--- config.mk ---
export PLATFORM = sky130hd
export DESIGN_NAME = quoted_string_unescaper
export DESIGN_NICKNAME = d
export VERILOG_FILES = /design/src/rtl/core/qsu_pkg.sv /design/src/rtl/core/qsu_step.sv /design/src/rtl/core/quoted_string_unescaper.sv
export SDC_FILE = /design/constraint.sdc
export NUM_CORES = 1
export LEC_CHECK = 0
export BUFFER_PORTS_ARGS = -buffer_cell sky130_fd_sc_hd__buf_2
export CAP_MARGIN = 10
export CORE_MARGIN = 8
export CORE_UTILIZATION = 29
export DETAILED_ROUTE_END_ITERATION = 10
export GPL_TIMING_DRIVEN = 0
export PLACE_DENSITY = 0.48
export REMOVE_ABC_BUFFERS = 1
export SLEW_MARGIN = 20
export SYNTH_ARGS = -nofsm -noshare
export SYNTH_HDL_FRONTEND = slang
export SYNTH_SLANG_ARGS = --single-unit
--- constraint.sdc ---
create_clock -name clk -period 2.55 [get_ports clk]
set_input_delay 0 -clock clk [delete_from_list [all_inputs] [get_ports clk]]
set_output_delay 0 -clock clk [all_outputs]
set_load 0.05 [all_outputs]
--- src/rtl/core/qsu_pkg.sv ---
// ----------------------------------------------------------------------------
// qsu_pkg
// Shared types and byte constants for the quoted-string unescaper.
// ----------------------------------------------------------------------------
`default_nettype none

package qsu_pkg;

    localparam int BYTE_W   = 8;
    localparam int STATUS_W = 3;

    localparam logic [BYTE_W-1:0] CH_DQUOTE = 8'h22;
    localparam logic [BYTE_W-1:0] CH_CR     = 8'h0D;
    localparam logic [BYTE_W-1:0] CH_LF     = 8'h0A;
    localparam logic [BYTE_W-1:0] CH_BSLASH = 8'h5C;
    localparam logic [BYTE_W-1:0] CH_CTLMAX = 8'h1F;
    localparam logic [BYTE_W-1:0] CH_DEL    = 8'h7F;
    localparam logic [BYTE_W-1:0] CH_SP     = 8'h20;
    localparam logic [BYTE_W-1:0] CH_HT     = 8'h09;

    typedef enum logic [STATUS_W-1:0] {
        ST_RUN   = 3'd0,
        ST_OK    = 3'd1,
        ST_NOQ   = 3'd2,
        ST_CTL   = 3'd3,
        ST_FOLD  = 3'd4,
        ST_UNTRM = 3'd5,
        ST_SKIP  = 3'd6
    } status_t;

    typedef enum logic [5:0] {
        MODE_OPEN = 6'b000001,
        MODE_BODY = 6'b000010,
        MODE_ESC  = 6'b000100,
        MODE_CR   = 6'b001000,
        MODE_LF   = 6'b010000,
        MODE_SKIP = 6'b100000
    } mode_t;

    typedef struct packed {
        logic [BYTE_W-1:0] out_byte;
        logic              out_valid;
        logic              finished;
        status_t           status;
    } step_res_t;

endpackage

`default_nettype wire

--- src/rtl/core/qsu_step.sv ---
// ----------------------------------------------------------------------------
// qsu_step
// Judges one byte against the current parse mode: result word and next mode.
// ----------------------------------------------------------------------------
`default_nettype none

module qsu_step
    import qsu_pkg::*;
(
    input  wire mode_t             mode,
    input  wire logic [BYTE_W-1:0] in_byte,
    input  wire logic              last_byte,
    output step_res_t              res,
    output mode_t                  mode_next
);

    logic              valid;
    logic [BYTE_W-1:0] ob;
    status_t           st;
    status_t           st_fin;
    mode_t             nxt;
    logic              is_error;

    always_comb
    begin
        valid = 1'b0;
        ob    = '0;
        st    = ST_RUN;
        nxt   = mode;
        case (mode)
            MODE_SKIP:
            begin
                st = ST_SKIP;
            end
            MODE_BODY:
            begin
                if (in_byte == CH_DQUOTE)
                begin
                    st = ST_OK;
                end
                else if (in_byte == CH_BSLASH)
                begin
                    nxt = MODE_ESC;
                end
                else if (in_byte == CH_CR)
                begin
                    nxt = MODE_CR;
                end
                else if (in_byte == CH_LF)
                begin
                    nxt = MODE_LF;
                end
                else if (in_byte <= CH_CTLMAX || in_byte == CH_DEL)
                begin
                    st = ST_CTL;
                end
                else
                begin
                    valid = 1'b1;
                    ob    = in_byte;
                end
            end
            MODE_ESC:
            begin
                valid = 1'b1;
                ob    = in_byte;
                nxt   = MODE_BODY;
            end
            MODE_CR:
            begin
                if (in_byte == CH_LF)
                begin
                    nxt = MODE_LF;
                end
                else
                begin
                    st = ST_FOLD;
                end
            end
            MODE_LF:
            begin
                // fold: LF + SP/HT collapses to one space
                if (in_byte == CH_SP || in_byte == CH_HT)
                begin
                    valid = 1'b1;
                    ob    = CH_SP;
                    nxt   = MODE_BODY;
                end
                else
                begin
                    st = ST_FOLD;
                end
            end
            default:
            begin
                if (in_byte == CH_DQUOTE)
                begin
                    nxt = MODE_BODY;
                end
                else
                begin
                    st = ST_NOQ;
                end
            end
        endcase

        st_fin = st;
        if (st == ST_RUN && last_byte)
        begin
            st_fin = ST_UNTRM;
        end

        is_error = (st_fin == ST_NOQ) || (st_fin == ST_CTL) ||
                   (st_fin == ST_FOLD) || (st_fin == ST_UNTRM);
        // drop content on any error
        if (is_error)
        begin
            valid = 1'b0;
            ob    = '0;
        end

        if (st_fin != ST_RUN)
        begin
            nxt = last_byte ? MODE_OPEN : MODE_SKIP;
        end

        res.out_byte  = ob;
        res.out_valid = valid;
        res.finished  = (st_fin != ST_RUN) && (st_fin != ST_SKIP);
        res.status    = st_fin;
        mode_next     = nxt;
    end

endmodule

`default_nettype wire

--- src/rtl/core/quoted_string_unescaper.sv ---
// ----------------------------------------------------------------------------
// quoted_string_unescaper
// Checks and unescapes an HTTP quoted-string, one byte per word.
// ----------------------------------------------------------------------------
// Usage:
//   Input channel (in_valid/in_ready) carries one raw byte of a header field
//   value per word, with last_byte marking the final byte of the field.
//   Result channel (result_valid/result_ready) returns exactly one word per
//   input word: out_byte/out_valid give an unescaped content byte, finished
//   flags the word that ended the string and status gives the outcome.
//   From input acceptance to result valid, a byte passes an input register,
//   then the mode decode, then the result register. Throughput is one byte
//   per clock unless the receiver stalls; the only loop is the parse mode
//   register, which is updated in the same cycle the byte moves into the
//   result register. When the receiver stalls, the result register holds
//   its word while the input register still takes one more byte; in_ready
//   falls once both are full. Reset empties both stages and sets the
//   parser to expect the opening quote of a new field.
// ----------------------------------------------------------------------------
`default_nettype none

module quoted_string_unescaper
    import qsu_pkg::*;
(
    input  wire logic                clk,
    input  wire logic                rst_n,
    input  wire logic                in_valid,
    output      logic                in_ready,
    input  wire logic [BYTE_W-1:0]   in_byte,
    input  wire logic                last_byte,
    output      logic                result_valid,
    input  wire logic                result_ready,
    output      logic [BYTE_W-1:0]   out_byte,
    output      logic                out_valid,
    output      logic                finished,
    output      logic [STATUS_W-1:0] status
);

    logic              s1_valid_reg;
    logic [BYTE_W-1:0] s1_byte_reg;
    logic              s1_last_reg;
    mode_t             mode_reg;
    mode_t             mode_next;
    logic              res_valid_reg;
    step_res_t         res_reg;
    step_res_t         res_next;
    logic              out_free;
    logic              s1_move;
    logic              in_take;

    assign out_free = !res_valid_reg || result_ready;
    assign s1_move  = s1_valid_reg && out_free;
    assign in_ready = !s1_valid_reg || s1_move;
    assign in_take  = in_valid && in_ready;

    qsu_step u_step
    (
        .mode      (mode_reg),
        .in_byte   (s1_byte_reg),
        .last_byte (s1_last_reg),
        .res       (res_next),
        .mode_next (mode_next)
    );

    always_ff @(posedge clk or negedge rst_n)
    begin
        if (!rst_n)
        begin
            s1_valid_reg  <= 1'b0;
            res_valid_reg <= 1'b0;
            mode_reg      <= MODE_OPEN;
        end
        else
        begin
            if (in_take)
            begin
                s1_valid_reg <= 1'b1;
            end
            else if (s1_move)
            begin
                s1_valid_reg <= 1'b0;
            end

            if (s1_move)
            begin
                res_valid_reg <= 1'b1;
                mode_reg      <= mode_next;
            end
            else if (result_ready)
            begin
                res_valid_reg <= 1'b0;
            end
        end
    end

    always_ff @(posedge clk)
    begin
        if (in_take)
        begin
            s1_byte_reg <= in_byte;
            s1_last_reg <= last_byte;
        end
        // advance the judged byte into the result register
        if (s1_move)
        begin
            res_reg <= res_next;
        end
    end

    assign result_valid = res_valid_reg;
    assign out_byte     = res_reg.out_byte;
    assign out_valid    = res_reg.out_valid;
    assign finished     = res_reg.finished;
    assign status       = res_reg.status;

endmodule

`default_nettype wire

Word-level counts from Yosys, hierarchy flattened
Cells that the tools add are included.
W data, S select, Z words.
{"block": "word_totals", "ff_bits": 30, "in_bits": 13, "output_inout_bits": 15, "word_cells": 86}
{"block": "op_classes", "order_cmp": 1, "n_eq_ne": 20, "n_mux": 37, "n_reduce_logical": 19}
{"cell": "$mux W6", "count": 9}
{"cell": "$mux W8", "count": 5}
{"cell": "$pmux W6 S5", "count": 1}
{"cell": "$eq A8 B4 Y1 const B", "count": 3}
{"cell": "$pmux W8 S3", "count": 1}
{"cell": "$mux W3", "count": 7}
{"cell": "$eq A8 B6 Y1 const B", "count": 2}
{"cell": "$eq A8 B7 Y1 const B", "count": 2}
{"cell": "$pmux W3 S5", "count": 1}
{"cell": "$mux W1", "count": 10}
{"cell": "$le A8 B5 Y1 const B", "count": 1}
{"cell": "$logic_or A1 B1 Y1", "count": 7}
{"cell": "$eq A3 B2 Y1 const B", "count": 2}
{"cell": "$eq A3 B3 Y1 const B", "count": 2}
{"cell": "$eq A6 B2 Y1 const B", "count": 1}
{"cell": "$eq A6 B3 Y1 const B", "count": 1}
{"cell": "$eq A6 B4 Y1 const B", "count": 1}
{"cell": "$eq A6 B5 Y1 const B", "count": 1}
{"cell": "$eq A6 B6 Y1 const B", "count": 1}
{"cell": "$ne A3 B3 Y1 const B", "count": 2}
{"cell": "$reduce_bool A6 Y1", "count": 1}
{"cell": "$reduce_and A5 Y1", "count": 1}
{"cell": "$logic_and A1 B1 Y1", "count": 4}
{"cell": "$mux W2", "count": 2}
{"cell": "7 further kinds", "count": 9}

Logic depth before layout (Yosys ltp)
{"block": "logic_depth", "ltp_word": 15, "depth_mapped": 8, "ltp_nobuf": 6}

Cells and area by module
A second synthesis with hierarchy kept.
{"block": "hier_totals", "hier_cells": 140, "area_unflattened_um2": 1745.4}
{"mod": "quoted_string_unescaper", "n_inst": 1, "cells_each": 43, "area_each_um2": 1008.5, "seq_area_each_um2": 862.1}
{"mod": "qsu_step", "n_inst": 1, "cells_each": 97, "area_each_um2": 737.0, "seq_area_each_um2": 0.0}

Worst setup path after synthesis
OpenSTA, ideal clock, no wires.
{"block": "synth_timing", "kind": "register to register", "startpoint": "register s1_byte_reg[6]", "endpoint": "register res_reg (netlist bit out_byte[5]) (data pin)", "setup_ns": 0.263, "arrival_time_ns": 1.929, "required_time_ns": 2.287, "setup_slack_ns": 0.358, "stages_incl_launch_ff": 7, "n_path_buf": 1, "synth_period_minus_slack_ns": 2.192, "cell_sequence": "edfxtp_1 > nor4_4 > or4b_4 > a32o_1 > buf_2 > a32oi_1 > nor2_1"}
{"block": "synth_between", "elab_chain_len": 15, "word_cells_on_any_way": 36, "cone_classes": "order compare (1); eq/ne (11); mux (17); reduce/logical (7)"}
{"element": "from (decl)", "line": "quoted_string_unescaper.sv:40", "text": "logic [BYTE_W-1:0] s1_byte_reg;"}
{"element": "from (signal assigned)", "line": "quoted_string_unescaper.sv:100", "text": "s1_byte_reg <= in_byte;"}
{"element": "$le A8 B5 Y1 / $eq A8 B7 Y1 (equally long branches)", "line": "qsu_step.sv:53", "text": "else if (in_byte <= CH_CTLMAX || in_byte == CH_DEL)"}
{"element": "$logic_or A1 B1 Y1", "line": "qsu_step.sv:53"}
{"element": "$mux W2", "line": "qsu_step.sv:53"}
{"element": "$mux W3", "line": "qsu_step.sv:49", "text": "else if (in_byte == CH_LF)"}
{"element": "$mux W3", "line": "qsu_step.sv:45", "text": "else if (in_byte == CH_CR)"}
{"element": "$mux W3", "line": "qsu_step.sv:41", "text": "else if (in_byte == CH_BSLASH)"}
{"element": "$mux W3", "line": "qsu_step.sv:37", "text": "if (in_byte == CH_DQUOTE)"}
{"element": "$pmux W3 S5", "line": "qsu_step.sv:30", "text": "case (mode)"}
{"element": "$logic_not A3 Y1", "line": "qsu_step.sv:108", "text": "if (st == ST_RUN && last_byte)"}
{"element": "$logic_and A1 B1 Y1", "line": "qsu_step.sv:108"}
{"element": "$mux W3", "line": "qsu_step.sv:108"}
{"element": "$eq A3 B2 Y1", "line": "qsu_step.sv:113", "text": "is_error = (st_fin == ST_NOQ) || (st_fin == ST_CTL) ||"}
{"element": "$logic_or A1 B1 Y1 (2 in a row)", "line": "qsu_step.sv:113"}
{"element": "$logic_or A1 B1 Y1", "line": "qsu_step.sv:114", "text": "(st_fin == ST_FOLD) || (st_fin == ST_UNTRM);"}
{"element": "to (signal assigned)", "line": "quoted_string_unescaper.sv:106", "text": "res_reg <= res_next;"}
{"element": "to (decl)", "line": "quoted_string_unescaper.sv:45", "text": "step_res_t res_reg;"}
Several ways; a longest one is shown, not always the timed one.
A chain may end at the register's enable or synchronous reset.

==> run_results.csv <==
group,metric,value,unit
outcome,status,"completed",
route,wl,3.23,mm
grt,grt_pass1_vias,1193,
final_layout,fin_nets,184,
final_layout,final_area,1950,sq um
setup_path,crit_buf_inv,0,
route,vias_per_cell,4.83,
timing,max_slew_margin,55.9,%
timing,slew_violations,0,
logic_synthesis,seq_area_frac_synth,55.6,%
final_layout,diodes,0,
logic_synthesis,synth_edf_count,22,
route,dr_wl_met3,259,microns
cts,cts_tree,"built",
grt,grt_pass1_wl,5.50,mm
logic_synthesis,yosysWarnings,0,
grt,overflow,0,
final_layout,drive_above_1_share,30.2,%
setup_path,cp.arrival,2420,ps
route,ant_nets,0,
placed_design,gp_congestion,0.795,
grt,grt_max_degree,18,
route,route.met2.wl,1.46,mm
setup_path,worstPathCellList,"nor4_4, or4b_4, a32oi_4, nor3b_1, o21ai_0",
logic_synthesis,syn_inst,131,
cts,ctsLongestPathBuffers,2,
cts,ctsHtreeMaxLevel,2,
logic_synthesis,ys_types,55,
grt,groute.usage.overall,9.05,%
floorplanning,die_area,7950,sq um
route,top_layer,"met4",
logic_synthesis,syn_area_per_cell,11.8,sq um
route,drt_iter0_markers,54,
setup_path,critPathKind,"reg2reg",
grt,antenna_found_initial,0,
worst_hold_path,worstHoldStart,"result_ready",
floorplanning,core_area,5140,sq um
timing,finalCritPeriodShare,94.3,%
timing,grt_setup_unrepaired,"no",
power,powerDensity,579,nW/um^2
worst_hold_path,hp-class,"in2reg",
logic_synthesis,netlist_area,1550,sq um
setup_path,r2r-start,"s1_byte_reg[7]$_DFFE_PP_",
route,drcViolationCount,0,
cts,clkLatencyLatePin,280,ps
timing,min_period,2400,ps
floorplanning,start_util,30.2,%
final_layout,area_delta_synth_final,25.4,%
floorplanning,die_h,89.1,microns
floorplanning,rows,26,
cts,cts.clk_slew.worst_paths,60,ps
route,routedWlPerCell,13.3,microns
floorplanning,io-pin-count,28,
cts,clock-sinks,30,
route,vias,1170,
cts,clockRootBuffer,"clkbuf_8",
route,dr.pass1.iters,4,
logic_synthesis,ys_ff_latch,30,
setup_path,cpLargestDelayFamily,"simple AND/OR/NAND/NOR gates",
route,wl_met1,1.46,mm
timing,final.setup.tns,0,ps
setup_path,crit_path_end_kind,"flop",
power,p_leak,0.701,nW
timing,finClkSkew,5.53,ps
setup_path,slowest_delay,560,ps
logic_synthesis,synth_flop_cell,"edfxtp_1",
cts,cts_buffers,5,
timing,setup_viol,0,
timing,hold_viol,0,
setup_path,critPathSlowestCell,"or4b_4",
final_layout,mostFrequentLayoutCells,"27 x buf_2, 22 x edfxtp_1, 13 x nand2_1, 13 x nor2_1, 11 x dlygate4sd3_1",
setup_path,crit_start,"s1_byte_reg[7]$_DFFE_PP_",
placed_design,placed_area,1750,sq um
logic_synthesis,postSynth.asyncResetShare,26.7,%
flow_run,maxCapViolations,0,
timing,clock.fmax,416,MHz
final_layout,final_common_cell,"buf_2",
power,ir_drop,325,uV
placed_design,dp_hpwl,2.40,mm
timing,tightest_slew,660,ps
setup_path,crit_required,2570,ps
placed_design,port_buffers,27,
setup_path,cp_max_fo,7,
setup_path,start_kind,"flop",
floorplanning,die_w,89.1,microns
cts,post_cts_buffers,0,
final_layout,fillers,543,
-- routing by layer --
metal  track usage, %  vias up
li1                 -      581
met1             10.9      550
met2             13.9       34
met3             3.58        5
met4             4.08        0
met5                0        -
-- worst paths after layout --
check,cells after the start,end,slack [ps]
worst max register to register,5,finished$_DFFE_PP_,150
worst max-delay path,5,finished$_DFFE_PP_,150
max in group asynchronous,2,mode_reg[0]$_DFFE_PN1P_,2230
min in group asynchronous,2,mode_reg[4]$_DFFE_PN0P_,80
worst min-delay path,3,result_valid$_DFFE_PN0P_,10
worst min register to register,1,result_valid$_DFFE_PN0P_,490
-- worst reg2reg max path, delay by kind of cell, from the launching register on --
family	cells	cell delay (ps)
flops	1	490
compound gates	2	400
simple gates	3	1240
-- cells in the mapped netlist (all sizes together), types with 2 or more instances --
| cell type | n | area (sq um) |
|---|---|---|
| o21ai | 4 | 20.0 |
| nor4 | 4 | 40.0 |
| nor3b | 3 | 27.5 |
| or4 | 2 | 16.3 |
| nand3b | 4 | 30.0 |
| and2 | 2 | 15.0 |
| buf | 4 | 17.5 |
| nor2 | 14 | 55.1 |
| a22o | 3 | 26.3 |
| dfrtp | 7 | 175 |
| nand2 | 13 | 48.8 |
| nor2b | 2 | 12.5 |
| nand3 | 4 | 20.0 |
| inv | 2 | 7.51 |
| nand2b | 4 | 25.0 |
| a31oi | 3 | 33.8 |
| edfxtp | 22 | 661 |
| and3b | 3 | 27.5 |
| a21oi | 5 | 28.8 |
| a32oi | 2 | 36.3 |
-- per-stage QoR --
stage | worst slack, ps | total power, mW | utilization, % | hold WS, ps | cells
2_1_floorplan | 372 | 0.719 | - | -296 | 126
3_3_place_gp | 170 | 0.765 | 34.1 | -151 | 223
3_5_place_dp | 168 | 0.767 | 34.1 | -149 | 223
4_1_cts | 139 | 1.14 | 37.8 | 3.42 | 242
5_1_grt | 4.87 | 1.19 | 37.9 | 20.4 | 242
6_report | 147 | 1.13 | 37.9 | 9.79 | 242
-- final cells by class --
type	instances	area, sq um	area share, %
sequential	30	862	44.3
multi-input combinational	94	662	34.0
timing repair buffer	38	245	12.6
tap	70	87.6	4.50
clock buffer	6	72.6	3.73
clock inverter	2	8.76	0.450
inverter	2	7.51	0.386
-- cells by family (layout without fill, tap and decap cells) --
group,Yosys count,in the layout,share of synthesized area [%]
muxes,1,1,0.726
and+or+nand+nor,64,64,25.3
DFF,30,30,55.6
AOI/OAI and AO/OA,27,27,15.4
buffers and inverters,7,48,1.85
xor gates and xnor gates,2,2,1.13
-- report_power, final --
part / switching [mW] / internal [mW] / leakage (nW) / total (mW)
Clock: 0.171 / 0.187 / 0.0426 / 0.358
Sequential: 0.0297 / 0.564 / 0.312 / 0.593
Combinational: 0.115 / 0.0595 / 0.347 / 0.174
-- repair_timing --
action                                  CTS  global route
resized for setup                         0             1
hold endpoints to repair                 18             0
hold buffers                             11             0
endpoints found under the setup margin    0             4
Note: power is estimated with default switching activity, not from simulation.
